**src/rtl/rtdb_pkg.sv**
```systemverilog
// ----------------------------------------------------------------------------
// RMS to dB bar height package
// Shared widths, constants, register indexes and the queue item type.
// ----------------------------------------------------------------------------
package rtdb_pkg;

   localparam int SUM_W  = 56;
   localparam int CNT_W  = 24;
   localparam int HGT_W  = 12;
   localparam int DB_W   = 9;
   localparam int ADDR_W = 4;
   localparam int DATA_W = 32;

   localparam int QUO_W      = 84;
   localparam int SUM_SHIFT  = 28;
   localparam int CHUNK_W    = 28;
   localparam int CHUNKS     = 3;
   localparam int POS_W      = 5;
   localparam int P_W        = 7;
   localparam int MANT_W     = 31;
   localparam int FRAC_W     = 16;
   localparam int LOG_OFFSET = 60;
   localparam int L2_W       = P_W + 1 + FRAC_W;
   localparam int PROD_W     = 51;
   localparam int DBQ_W      = 27;
   localparam int K_SHIFT    = 24;
   localparam int DIFF_W     = 25;
   localparam int N_W        = DIFF_W + HGT_W;
   localparam int NUM_W      = N_W - FRAC_W;
   localparam int DIV_W      = 9;

   localparam logic [26:0] DB_K = 27'd50504453;

   localparam logic signed [DB_W-1:0] DB_FLOOR_RESET   = -9'sd60;
   localparam logic signed [DB_W-1:0] DB_CEILING_RESET = 9'sd0;
   localparam logic [HGT_W-1:0]       MAX_HEIGHT_RESET = 12'd64;
   localparam logic [HGT_W-1:0]       MIN_HEIGHT       = 12'd2;

   localparam int QUEUE_DEPTH = 4;

   typedef enum logic [1:0] {
      REG_DB_FLOOR   = 2'd0,
      REG_DB_CEILING = 2'd1,
      REG_MAX_HEIGHT = 2'd2
   } reg_index_type;

   typedef struct packed {
      logic [SUM_W-1:0] sum;
      logic [CNT_W-1:0] cnt;
      logic             zero;
   } item_type;

endpackage

```
**src/rtl/rtdb_front.sv**
```systemverilog
// ----------------------------------------------------------------------------
// RMS to dB bar height front end
// Accepts bars, flags those whose height is zero and queues them for the back.
// ----------------------------------------------------------------------------
module rtdb_front #(
   parameter int QUEUE_DEPTH = rtdb_pkg::QUEUE_DEPTH
) (
   input  logic                                 clock,
   input  logic                                 reset,
   input  logic                                 push,
   output logic                                 full,
   input  logic [rtdb_pkg::SUM_W-1:0]           req_sum_squares,
   input  logic [rtdb_pkg::CNT_W-1:0]           req_sample_count,
   input  logic signed [rtdb_pkg::DB_W-1:0]     db_floor,
   input  logic signed [rtdb_pkg::DB_W-1:0]     db_ceiling,
   input  logic [rtdb_pkg::HGT_W-1:0]           max_height,
   output logic                                 q_valid,
   output rtdb_pkg::item_type                   q_item,
   input  logic                                 q_ready
);

   localparam int PTR_W = (QUEUE_DEPTH > 1) ? $clog2(QUEUE_DEPTH) : 1;
   localparam int CNT_W = $clog2(QUEUE_DEPTH + 1);

   rtdb_pkg::item_type mem [QUEUE_DEPTH];
   rtdb_pkg::item_type item;
   logic [PTR_W-1:0]   wr_ptr_ff, wr_ptr_in, rd_ptr_ff, rd_ptr_in;
   logic [CNT_W-1:0]   count_ff, count_in;
   logic               wr_en, rd_en;

   assign full    = (count_ff == CNT_W'(QUEUE_DEPTH));
   assign q_valid = (count_ff != '0);
   assign q_item  = mem[rd_ptr_ff];
   assign wr_en   = push && !full;
   assign rd_en   = q_valid && q_ready;

   always_comb begin
      item.sum  = req_sum_squares;
      item.cnt  = req_sample_count;
      item.zero = (req_sample_count == '0) || (db_ceiling <= db_floor) || (max_height == '0);
      wr_ptr_in = wr_ptr_ff;
      rd_ptr_in = rd_ptr_ff;
      count_in  = count_ff;
      if (wr_en) begin
         wr_ptr_in = (wr_ptr_ff == PTR_W'(QUEUE_DEPTH - 1)) ? '0 : wr_ptr_ff + 1'b1;
      end
      if (rd_en) begin
         rd_ptr_in = (rd_ptr_ff == PTR_W'(QUEUE_DEPTH - 1)) ? '0 : rd_ptr_ff + 1'b1;
      end
      if (wr_en && !rd_en) begin
         count_in = count_ff + 1'b1;
      end else if (rd_en && !wr_en) begin
         count_in = count_ff - 1'b1;
      end
   end

   always_ff @(posedge clock) begin
      if (reset) begin
         wr_ptr_ff <= '0;
         rd_ptr_ff <= '0;
         count_ff  <= '0;
      end else begin
         wr_ptr_ff <= wr_ptr_in;
         rd_ptr_ff <= rd_ptr_in;
         count_ff  <= count_in;
      end
   end

   always_ff @(posedge clock) begin
      if (wr_en) begin
         mem[wr_ptr_ff] <= item;
      end
   end

endmodule

```
**config.mk**
```make
export PLATFORM = sky130hd
export DESIGN_NAME = rtdb_front
export DESIGN_NICKNAME = d
export VERILOG_FILES = /design/src/rtl/rtdb_pkg.sv /design/src/rtl/rtdb_front.sv
export SDC_FILE = /design/constraint.sdc
export NUM_CORES = 1
export LEC_CHECK = 0
export BUFFER_PORTS_ARGS = -buffer_cell sky130_fd_sc_hd__buf_4
export CORE_MARGIN = 2
export CORE_UTILIZATION = 56
export CTS_CLUSTER_SIZE = 24
export DETAILED_ROUTE_END_ITERATION = 8
export GPL_TIMING_DRIVEN = 0
export PLACE_DENSITY_LB_ADDON = 0.25
export SLEW_MARGIN = 20
export SYNTH_ARGS = -nofsm -noshare
export SYNTH_HDL_FRONTEND = slang
export SYNTH_SLANG_ARGS = --single-unit
```
**constraint.sdc**
```tcl
create_clock -name clock -period 4 [get_ports clock]
set_clock_uncertainty 0.1 [all_clocks]
set_input_delay 0.4 -clock clock [delete_from_list [all_inputs] [get_ports clock]]
set_output_delay 0.4 -clock clock [all_outputs]
set_load 0.02 [all_outputs]
```
==> run_results.csv <==
group,metric,value,unit
critical_path,crit_slowest_cell,"clkbuf_1",
detailed_routing,vias,6258,
critical_path,ff2ff_path_depth,8,
detailed_routing,wl,23260,um
cts,clk_latency,490,ps
placed_design,gp_congestion,0.7255,
cts,clk_path_buf_depth,3,
floorplanning,die_h,153.6,um
synth,synth_top_area_cell,"edfxtp_1",
finish,seqCellArea,9910,um2
critical_path,crit_chain,"clkbuf_1 > buf_2 > mux4_2 > buf_4",
floorplanning,die_area,23610,um2
synth,ys_ff_latch,333,
global_routing,grt_first_pass_wirelength,36510,um
global_routing,grt_max_degree,47,
critical_path,worst_ep_arrival_time,2190,ps
worst_hold_path,hold_path_class,"in2reg",
cts,post-cts-setup-buffers,0,
cts,cts_resized,0,
timing,max_freq,0.3717,GHz
cts,clockRootBuffer,"clkbuf_16",
critical_path,r2r-start,"count_ff[0]$_SDFFE_PP0P_",
global_routing,overflow,0,
synth,ys_async_sr_fraction,0,
cts,clock_sinks,333,
critical_path,cp-start-kind,"register",
synth,netlist_instances,518,
synth,synth_area_leaders,"edfxtp_1 (78%), mux4_2 (15%), ha_1 (1.5%)",
finish,antenna_cells,0,
cts,htree_levels,2,
synth,yosysSeqAreaShare,0.7903,
finish,nets,939,
floorplanning,num_io_pins,197,
timing,max_slew_margin,0.5894,
synth,synth-edff-count,324,
critical_path,crit_type,"reg2out",
critical_path,worstPathRequired,3500,ps
power_and_ir_drop,ir_worst_vdd,0.4433,mV
finish,drive_gt1_frac,0.4207,
run_status,status,"completed",
flow_run,drv_cap,0,
synth,synth_top_area_share,0.7759,
finish,syn_to_final_growth,28.41,%
synth,synth_warnings,0,
placed_design,placed_cells,1000,
synth,synthFlopType,"edfxtp_1",
detailed_routing,viasPerCell,5.628,
synth,avgSynthCellArea,24.21,um2
detailed_routing,dr.first_iter.drc_count,345,
global_routing,track_usage,0.1992,
critical_path,ff2ff_setup_slack,1610,ps
cts,hold_buffers,53,
finish,fillers,1269,
power_and_ir_drop,leakage,5.627,nW
placed_design,dp_hpwl,14710,um
finish,multiInputGateArea,2375,um2
worst_hold_path,hp-start,"req_sample_count[7]",
cts,clk_transition_reported_paths,60,ps
floorplanning,fp.coreArea,21890,um2
critical_path,slowest_delay,450,ps
critical_path,r2r_end,"count_ff[2]$_SDFFE_PP0P_",
floorplanning,die_x,153.6,um
synth,synth_cell_types,28,
power_and_ir_drop,power_density,611.5,nW/um2
worst_hold_path,hold_end,"mem[0][8]$_DFFE_PP_",
timing,hold_viol,0,
synth,syn-cell-area,12540,um2
worst_hold_path,whs_path_depth,1,
timing,fin_hold_ws,15.24,ps
timing,rsz0062_at_grt,"no",
global_routing,antenna_found_initial,0,
placed_design,portBuffers,196,
finish,final_cells,1112,
timing,tns,0,ps
detailed_routing,drcViolationCount,0,
timing,tightest_slew,615.9,ps
timing,fin_crit_sh,0.6726,
timing,finalSetupViolations,0,
detailed_routing,drt-pass1-iter-count,7,
timing,min_period,2690,ps
synth,syn_nets,648,
critical_path,path_max_fanout,10,
floorplanning,rows,54,
cts,cts_tree,"yes",
critical_path,cp-end-kind,"primary output",
timing,finalMaxSlewViolations,0,
global_routing,grt_pass1_vias,6660,
cts,cts_made_buffers,34,
floorplanning,start_util,0.5728,
detailed_routing,routedWlPerCell,20.91,um
detailed_routing,ant_nets,0,
[logic make-up (layout without fill, tap and decap cells)]
family	after synthesis	count (layout)	share of synthesized area
compound gates	11	11	0.004789
xor+xnor	2	2	0.001397
fa+ha+maj	16	16	0.01656
buf+inv	31	345	0.02115
flops	333	333	0.7903
mux	84	84	0.1479
simple gates	41	41	0.01796
[power by group]
group | internal [W] | switching (W)
Clock | 0.00182 | 0.00119
Sequential | 0.00421 | 0.0000878
Combinational | 0.00124 | 0.00130
[area by class of cell]
| type | instances | area share |
|---|---|---|
| buffer | 19 | 0.01368 |
| sequential | 333 | 0.6154 |
| timing repair buffer | 255 | 0.1327 |
| multi-input combinational | 154 | 0.1475 |
| clock buffer | 47 | 0.05781 |
| tap | 280 | 0.02176 |
| inverter | 12 | 0.002797 |
| clock inverter | 12 | 0.008315 |
[worst max path at each step]
stage                        startpoint                        to  slack, ps  depth (start not counted)
5_1_grt                        register                q_item[19]       1190                          4
4_1_cts                        register                q_item[19]       1230                          4
2_1_floorplan  count_ff[0]$_SDFFE_PP0P_       mem[0][0]$_DFFE_PP_        720                          4
3_5_place_dp   count_ff[0]$_SDFFE_PP0P_  count_ff[2]$_SDFFE_PP0P_       1670                          8
6_report                       register                q_item[19]       1310                          4
3_3_place_gp   count_ff[0]$_SDFFE_PP0P_      mem[0][57]$_DFFE_PP_       -660                          4
[worst max-delay path, delay by kind of cell, from the launching register on]
kind | cells | cell delay (ps)
buffers and inverters | 3 | 1020
DFF | 1 | 300
muxes | 1 | 380
[cell usage in the layout (no fill, tap or decap), types with 2 or more instances in the layout]
master / count
edfxtp_1: 324
buf_4: 196
mux4_2: 81
dlygate4sd3_1: 53
clkbuf_16: 35
ha_1: 15
inv_1: 12
buf_12: 12
clkbuf_1: 12
buf_2: 9
nor2_1: 9
nor4_1: 9
dfxtp_1: 9
a21oi_1: 6
nand2_1: 5
and2_4: 4
nand4_1: 4
clkinv_1: 4
clkinv_2: 4
o21ai_0: 3
mux2i_1: 3
bufinv_16: 3
nand3_1: 2
a211oi_1: 2
nor3_1: 2
xor2_1: 2
buf_16: 2
[synth_stat cells (all sizes together) (2+ instances only)]
cell,count
edfxtp,324
mux4,81
buf,18
ha,15
inv,12
dfxtp,9
nor2,9
nor4,9
a21oi,6
nand2,5
and2,4
nand4,4
mux2i,3
o21ai,3
a211oi,2
nand3,2
nor3,2
or3,2
xor2,2
[stage by stage]
step / setup WS (ps) / total power (W) / util / cell area, um2
3_5_place_dp: 1668 / 0.006906 / 0.6627 / 14510
2_1_floorplan: 723.2 / 0.005941 / - / 12540
3_3_place_gp: -662.4 / 0.006848 / 0.6560 / 14360
6_report: 1310 / 0.009847 / 0.7355 / 16100
4_1_cts: 1234 / 0.009956 / 0.7355 / 16100
5_1_grt: 1192 / 0.01023 / 0.7355 / 16100
[state kept, by name, summed over array words and instances, names as in the netlist, named ones only]
register / count
mem: 324
rd_ptr_ff: 2
count_ff: 3
wr_ptr_ff: 2
[per-layer routing]
layer	vias up	share of wire	track usage
li1	2787	-	-
met1	3222	0.40	0.2681
met2	220	0.52	0.3443
met3	29	0.062	0.03918
met4	0	0.013	0.04412
met5	-	0	0
(Power assumes the default switching activity.)
